### config.mk
export PLATFORM = sky130hd
export DESIGN_NAME = ini_text_tokenizer
export DESIGN_NICKNAME = d
export VERILOG_FILES = /design/src/hw/rtl/ini_tok_pkg.sv /design/src/hw/rtl/ini_tok_lexer.sv /design/src/hw/rtl/ini_text_tokenizer.sv
export SDC_FILE = /design/constraint.sdc
export NUM_CORES = 1
export LEC_CHECK = 0
export BUFFER_PORTS_ARGS = -buffer_cell sky130_fd_sc_hd__buf_2
export CAP_MARGIN = 40
export CORE_MARGIN = 2
export CORE_UTILIZATION = 35
export CTS_CLUSTER_SIZE = 24
export DETAILED_ROUTE_END_ITERATION = 6
export HOLD_SLACK_MARGIN = 0.1
export PLACE_DENSITY = 0.63
export SYNTH_ARGS = -nofsm -noshare
export SYNTH_HDL_FRONTEND = slang
export SYNTH_SLANG_ARGS = --single-unit
### constraint.sdc
create_clock -name i_clk -period 3.5 [get_ports i_clk]
set_clock_uncertainty 0.1 [all_clocks]
set_input_delay 0.175 -clock i_clk [delete_from_list [all_inputs] [get_ports i_clk]]
set_output_delay 0.175 -clock i_clk [all_outputs]
set_load 0.02 [all_outputs]
### src/hw/rtl/ini_tok_pkg.sv
`default_nettype none
// ----------------------------------------------------------------------------
// ini_tok_pkg
// Types and character constants shared by the INI text tokenizer modules.
// ----------------------------------------------------------------------------
package ini_tok_pkg;

    // Lexer modes. The three spare codes of the 3-bit field are treated as idle.
    typedef enum logic [2:0] {
        LEX_IDLE    = 3'd0,
        LEX_COMMENT = 3'd1,
        LEX_SECTION = 3'd2,
        LEX_KEY     = 3'd3,
        LEX_VALUE   = 3'd4
    } t_lex_mode;

    localparam logic [1:0] KIND_SECTION = 2'd0;
    localparam logic [1:0] KIND_KEY     = 2'd1;
    localparam logic [1:0] KIND_VALUE   = 2'd2;

    localparam logic [7:0] CH_HASH    = 8'h23;
    localparam logic [7:0] CH_LBRACK  = 8'h5B;
    localparam logic [7:0] CH_RBRACK  = 8'h5D;
    localparam logic [7:0] CH_EQUALS  = 8'h3D;
    localparam logic [7:0] CH_NEWLINE = 8'h0A;
    // Space and everything below it count as blank.
    localparam logic [7:0] BLANK_MAX  = 8'd32;

    localparam int SPAN_BITS = 16;

    typedef struct packed {
        logic [7:0] text_byte;
        logic       last_byte;
    } t_in_beat;

    typedef struct packed {
        logic [1:0]           token_kind;
        logic [SPAN_BITS-1:0] span_first;
        logic [SPAN_BITS-1:0] span_past;
        logic                 pos_overflow;
    } t_out_beat;

endpackage
`default_nettype wire

### src/hw/rtl/ini_tok_lexer.sv
`default_nettype none
// ----------------------------------------------------------------------------
// ini_tok_lexer
// Lexer state and position counter; steps once per byte and reports the
// token that the byte completes, if any.
// ----------------------------------------------------------------------------
module ini_tok_lexer #(
    parameter int POS_BITS = 16
) (
    input  wire                     i_clk,
    input  wire                     i_rst_n,
    input  wire                     i_step,
    input  ini_tok_pkg::t_in_beat   i_beat,
    output logic                    o_tok_valid,
    output ini_tok_pkg::t_out_beat  o_tok
);
    import ini_tok_pkg::*;

    localparam logic [POS_BITS-1:0] POS_MAX = {POS_BITS{1'b1}};

    t_lex_mode           r_mode, n_mode;
    logic [POS_BITS-1:0] r_pos, n_pos;
    logic [POS_BITS-1:0] r_first, n_first;
    logic [POS_BITS-1:0] r_past, n_past;
    logic                r_begun, n_begun;
    logic                r_sat, n_sat;

    logic [7:0]          w_c;
    logic                w_blank;
    logic [POS_BITS-1:0] w_next;
    logic                w_at_max;
    logic [1:0]          w_kind;
    logic [POS_BITS-1:0] w_span_first;
    logic [POS_BITS-1:0] w_span_past;

    assign w_c      = i_beat.text_byte;
    assign w_blank  = (w_c <= BLANK_MAX);
    assign w_at_max = (r_pos == POS_MAX);
    assign w_next   = w_at_max ? POS_MAX : r_pos + 1'b1;

    always_comb begin
        n_mode       = r_mode;
        n_first      = r_first;
        n_past       = r_past;
        n_begun      = r_begun;
        n_sat        = r_sat | w_at_max;
        n_pos        = w_next;
        o_tok_valid  = 1'b0;
        w_kind       = KIND_SECTION;
        w_span_first = r_first;
        w_span_past  = r_past;
        case (r_mode)
            LEX_COMMENT: begin
                if (w_c == CH_NEWLINE) begin
                    n_mode = LEX_IDLE;
                end
            end
            LEX_SECTION: begin
                if (w_c == CH_RBRACK) begin
                    o_tok_valid = 1'b1;
                    w_kind      = KIND_SECTION;
                    w_span_past = r_pos;
                    n_mode      = LEX_IDLE;
                end
            end
            LEX_KEY: begin
                if (w_c == CH_EQUALS) begin
                    o_tok_valid = 1'b1;
                    w_kind      = KIND_KEY;
                    n_mode      = LEX_VALUE;
                    n_begun     = 1'b0;
                end else if (!w_blank) begin
                    n_past = w_next;
                end
            end
            LEX_VALUE: begin
                if (w_c == CH_NEWLINE) begin
                    o_tok_valid = 1'b1;
                    w_kind      = KIND_VALUE;
                    // A value with nothing but blanks is empty at the newline.
                    if (!r_begun) begin
                        w_span_first = r_pos;
                        w_span_past  = r_pos;
                    end
                    n_mode  = LEX_IDLE;
                    n_begun = 1'b0;
                end else if (!w_blank) begin
                    if (!r_begun) begin
                        n_first = r_pos;
                        n_begun = 1'b1;
                    end
                    n_past = w_next;
                end
            end
            default: begin
                n_mode = LEX_IDLE;
                if (w_c == CH_HASH) begin
                    n_mode = LEX_COMMENT;
                end else if (w_c == CH_LBRACK) begin
                    n_mode  = LEX_SECTION;
                    n_first = w_next;
                end else if (w_c == CH_EQUALS) begin
                    // A key that opens with '=' is an empty span at the '='.
                    o_tok_valid  = 1'b1;
                    w_kind       = KIND_KEY;
                    w_span_first = r_pos;
                    w_span_past  = r_pos;
                    n_mode       = LEX_VALUE;
                    n_begun      = 1'b0;
                end else if (!w_blank) begin
                    n_mode  = LEX_KEY;
                    n_first = r_pos;
                    n_past  = w_next;
                end
            end
        endcase
    end

    always_comb begin
        o_tok.token_kind   = w_kind;
        o_tok.span_first   = SPAN_BITS'(w_span_first);
        o_tok.span_past    = SPAN_BITS'(w_span_past);
        o_tok.pos_overflow = n_sat;
    end

    always_ff @(posedge i_clk) begin
        if (!i_rst_n) begin
            r_mode  <= LEX_IDLE;
            r_pos   <= '0;
            r_first <= '0;
            r_past  <= '0;
            r_begun <= 1'b0;
            r_sat   <= 1'b0;
        end else if (i_step) begin
            if (i_beat.last_byte) begin
                // End of text: anything left open is dropped.
                r_mode  <= LEX_IDLE;
                r_pos   <= '0;
                r_first <= '0;
                r_past  <= '0;
                r_begun <= 1'b0;
                r_sat   <= 1'b0;
            end else begin
                r_mode  <= n_mode;
                r_pos   <= n_pos;
                r_first <= n_first;
                r_past  <= n_past;
                r_begun <= n_begun;
                r_sat   <= n_sat;
            end
        end
    end

endmodule
`default_nettype wire

### src/hw/rtl/ini_text_tokenizer.sv
`default_nettype none
// ----------------------------------------------------------------------------
// ini_text_tokenizer
// Byte-serial INI lexer that emits section, key and value spans as offsets.
// ----------------------------------------------------------------------------
// The block takes one text byte per beat and counts byte offsets itself from
// zero; each beat may yield one token with the start and just-past-end offsets
// of a section name, a trimmed key or a trimmed value. It sustains one byte per
// cycle: a byte is held in the input register while the lexer steps its small
// state update, and its token is then registered in the result register. Both
// registers keep moving while the other side stalls, as long as the result
// register is free or being taken. After a beat with last_byte set, the lexer
// and its offset counter start over.
// ----------------------------------------------------------------------------
module ini_text_tokenizer #(
    parameter int POS_BITS = 16
) (
    input  wire                     i_clk,
    input  wire                     i_rst_n,
    input  wire                     i_in_valid,
    output logic                    o_in_ready,
    input  ini_tok_pkg::t_in_beat   i_in_beat,
    output logic                    o_out_valid,
    input  wire                     i_out_ready,
    output ini_tok_pkg::t_out_beat  o_out_beat
);
    import ini_tok_pkg::*;

    logic      r_in_valid;
    t_in_beat  r_in_beat;
    logic      r_out_valid;
    t_out_beat r_out_beat;

    logic      w_advance;
    logic      w_tok_valid;
    t_out_beat w_tok;

    // The held byte moves on once the result register can take its token.
    assign w_advance  = r_in_valid && (!r_out_valid || i_out_ready);
    assign o_in_ready = !r_in_valid || w_advance;

    ini_tok_lexer #(
        .POS_BITS (POS_BITS)
    ) u_lexer (
        .i_clk       (i_clk),
        .i_rst_n     (i_rst_n),
        .i_step      (w_advance),
        .i_beat      (r_in_beat),
        .o_tok_valid (w_tok_valid),
        .o_tok       (w_tok)
    );

    always_ff @(posedge i_clk) begin
        if (!i_rst_n) begin
            r_in_valid <= 1'b0;
        end else if (o_in_ready) begin
            r_in_valid <= i_in_valid;
        end
    end

    always_ff @(posedge i_clk) begin
        if (o_in_ready && i_in_valid) begin
            r_in_beat <= i_in_beat;
        end
    end

    always_ff @(posedge i_clk) begin
        if (!i_rst_n) begin
            r_out_valid <= 1'b0;
        end else if (w_advance) begin
            r_out_valid <= w_tok_valid;
        end else if (i_out_ready) begin
            r_out_valid <= 1'b0;
        end
    end

    always_ff @(posedge i_clk) begin
        if (w_advance && w_tok_valid) begin
            r_out_beat <= w_tok;
        end
    end

    assign o_out_valid = r_out_valid;
    assign o_out_beat  = r_out_beat;

endmodule
`default_nettype wire

==> flow_summary.yaml <==
run_status:
  status: "finished clean"
logic_synthesis:
  yosys_register_bits: 99
  synth_area_um2: 5298
  synth_cells: 532
  synth_fa_ha_area_frac: 0.004251
  synth_top_family_by_area: "simple AND/OR/NAND/NOR gates"
  synth_compound_area_frac: 0.1601
  synth_edf_count: 44
  syn_avg_cell_area_um2: 9.958
  synthXorXnorAreaFrac: 0.01819
  synthSimpleGateAreaFrac: 0.1845
  synth_cell_types: 65
  ys_seq_area_frac: 0.4573
  synthMuxAreaShare: 0.1290
  ys_warn_count: 0
  synth_ff_type: "dfxtp_1"
  async_flop_share: 0
  synth_fp_nets: 546
pwr:
  power_frac_clock: 0.417
  switchingPower_uw: 578.7
  total_power_uw: 2452
  powerDensity_nw_per_um2: 406.1
  leakagePower_uw: 0.002151
  pwr-share-comb: 0.070
  pwr-share-seq: 0.514
  ir_drop_v: 0.0002241
  p_int_uw: 1873
  switching_share: 0.2361
cts:
  htreeDepth: 3
  cts-root-buf: "clkbuf_16"
  cts_resized: 0
  numCtsBuffers: 9
  cts_tree: "yes"
  clkSlewWorstSetupHoldPaths_ps: 70
  post-cts-setup-buffers: 0
  clockBufferDepth: 2
  cts.sinks: 99
  holdBufCountCts: 11
  clkLatencyLatePin_ps: 340
sta:
  rsz0062_at_grt: "false"
  timing.final.crit_share: 0.7982
  tightestPinTransition_ps: 792.0
  fin_ws_ps: 706.4
  hold_viol_final: 0
  slew_viol_final: 0
  max_freq_mhz: 358.0
  timing.slew.headroom: 0.4671
  fin_crit_ps: 2794
  fin_tns_setup_ps: 0
  setup-violations-final: 0
global_route:
  grt_max_degree: 57
  grt_pass1_wl_um: 21220
  globalRouteTotalUtil: 0.1642
  grt_pass1_vias: 3963
  gr-total-overflow: 0
  antenna_found_initial: 0
setup_path:
  required_ps: 3490
  end_kind: "register"
  crit_type: "register to register"
  crit_start: "r_in_beat[3]$_DFFE_PP_"
  ff2ff_path_depth: 5
  r2r_end: "o_out_beat[17]$_DFFE_PP_"
  worstSetupEndpoint: "o_out_beat[17]$_DFFE_PP_"
  r2r_slack_ps: 710
  reg2reg_from: "r_in_beat[3]$_DFFE_PP_"
  cp-start-kind: "register"
  crit_fanout: 17
  worst-endpoint-arrival_ps: 2780
drt:
  vias: 4187
  postRouteAntennaNets: 0
  drt_iter0_markers: 290
  drc_errors: 0
  wl_per_cell_um: 17.46
  routed_wl_um: 13180
  drt_first_pass_iters: 5
  drt-vias-per-instance: 5.546
place:
  dp.cells: 728
  hpwl_um: 8684
  io_buffers: 49
  gp_congestion: 0.8703
  post-place-ws_ps: 712.8
cells_and_area:
  final_core_util: 0.4123
  drive_gt1_frac: 0.2294
  n_antenna_cell: 0
  nFillCells: 1458
  nNetsFinal: 580
  syn_to_final_growth_pct: 13.96
  fin_cells: 755
min_path:
  hold_class: "input port to register"
job:
  drv_cap: 0
die:
  ios: 50
  die_h_um: 127.0
  start_util: 0.3618
  die-width_um: 127.0
  rows: 44
  dieArea_um2: 16140
  coreArea_um2: 14640
-- cell usage after synthesis (all sizes together) (2+ instances only) --
library cell   n  area share
and2           6      0.0076
and3           5      0.0059
o21a           2      0.0028
o211ai         7       0.011
edfxtp        44        0.25
and4           4      0.0066
nor2          33       0.024
mux2i         24       0.045
inv            3      0.0021
nand2         50       0.035
a211o          3      0.0050
nand3b         2      0.0028
o21ai         23       0.022
nor3b          3      0.0064
a211oi         4      0.0066
buf           13       0.020
nand4b         3      0.0050
or4            2      0.0043
a32oi          2      0.0033
xnor2         10       0.017
nand4         11       0.013
clkbuf        35       0.025
nand3         13       0.012
a21oi         40       0.038
nor4           5      0.0071
a21boi        14       0.020
or2            3      0.0035
a311oi         5      0.0083
nor2b         19       0.022
a31oi         12       0.014
dfxtp         55        0.21
o221a          3      0.0064
or3            4      0.0047
mux2          36       0.084
a22oi          2      0.0028
and4b          2      0.0040
nor3          12       0.011
nand2b         5      0.0059
-- power by group through the flow --
stage / combinational, µW / clock [µW] / sequential [µW]
after floorplan: 131 / 0 / 1270
after global placement: 157 / 0 / 1280
after detailed placement: 160 / 0 / 1290
after CTS: 171 / 1040 / 1260
after global routing: 186 / 1090 / 1260
final: 170 / 1020 / 1260
-- stage by stage --
stage / instance area (µm²) / hold WS [ps]
floorplan: 5298 / 173.9
global placement: 5613 / 252.6
detailed placement: 5620 / 253.7
CTS: 6037 / 315.6
global route: 6037 / 327.0
finish: 6037 / 314.9
-- sequential cells by signal (all words and copies together), names as in the netlist --
signal,cells
o_out_valid,1
u_lexer.r_past,16
u_lexer.r_sat,1
u_lexer.r_first,16
u_lexer.r_mode,3
r_in_beat,9
u_lexer.r_begun,1
u_lexer.r_pos,16
o_out_beat,35
r_in_valid,1
-- layout make-up --
cell class / count / area [µm²] / area share
sequential: 99 / 2422 / 0.4012
clock inverter: 7 / 81.33 / 0.01347
timing repair buffer: 71 / 437.9 / 0.07254
inverter: 3 / 11.26 / 0.001865
multi-input combinational: 382 / 2629 / 0.4354
clock buffer: 9 / 225.2 / 0.03731
tap: 184 / 230.2 / 0.03813
-- how the worst min path moves through the flow --
stage,cells past startpoint,to,startpoint,slack (ps)
after floorplan,0,r_in_beat[0]$_DFFE_PP_,i_in_beat[0],170
after global placement,1,r_in_beat[8]$_DFFE_PP_,i_in_beat[8],250
after detailed placement,1,r_in_beat[4]$_DFFE_PP_,i_in_beat[4],250
after CTS,4,u_lexer.r_begun$_SDFFE_PN0P_,i_rst_n,320
after global routing,4,u_lexer.r_begun$_SDFFE_PN0P_,i_rst_n,330
final,4,u_lexer.r_begun$_SDFFE_PN0P_,i_rst_n,310
-- placed cells by master, fill, tap and decap left out, types with 6 or more instances in the layout --
cell,synthesis,final
dlygate4sd3_1,0,11
nor2_1,32,32
a31oi_1,12,12
nand4_1,11,11
xnor2_1,10,10
o21ai_0,23,23
clkbuf_16,0,9
buf_2,3,49
o211ai_1,6,6
nor2b_1,19,19
edfxtp_1,44,44
nand2_1,50,50
nand3_1,13,13
mux2_2,26,26
buf_4,1,11
nor3_1,12,12
dfxtp_1,55,55
a21oi_1,40,40
a21boi_0,12,12
mux2_4,10,10
mux2i_1,24,24
-- kinds of logic (layout without fill, tap and decap cells) --
group,after synthesis,after routing
AND/OR/NAND/NOR,183,183
AO/OA/AOI/OAI,126,126
flip-flops,99,99
multiplexers,60,60
buffers and inverters,51,90
XOR/XNOR,11,11
adder cells (fa/ha/maj),2,2
-- critical path: stages (launching register included) --
cell	delay, ps
edfxtp_1	460
or4_4	590
or4_4	530
o211ai_2	90
and2_4	360
mux2_2	390
-- metal layers --
layer | share of wire | up-vias | global-route usage
li1 | - | 2043 | -
met1 | 0.47 | 2016 | 0.2264
met2 | 0.46 | 118 | 0.2631
met3 | 0.053 | 10 | 0.02889
met4 | 0.013 | 0 | 0.05365
met5 | 0 | - | 0
(Power assumes the default switching activity.)
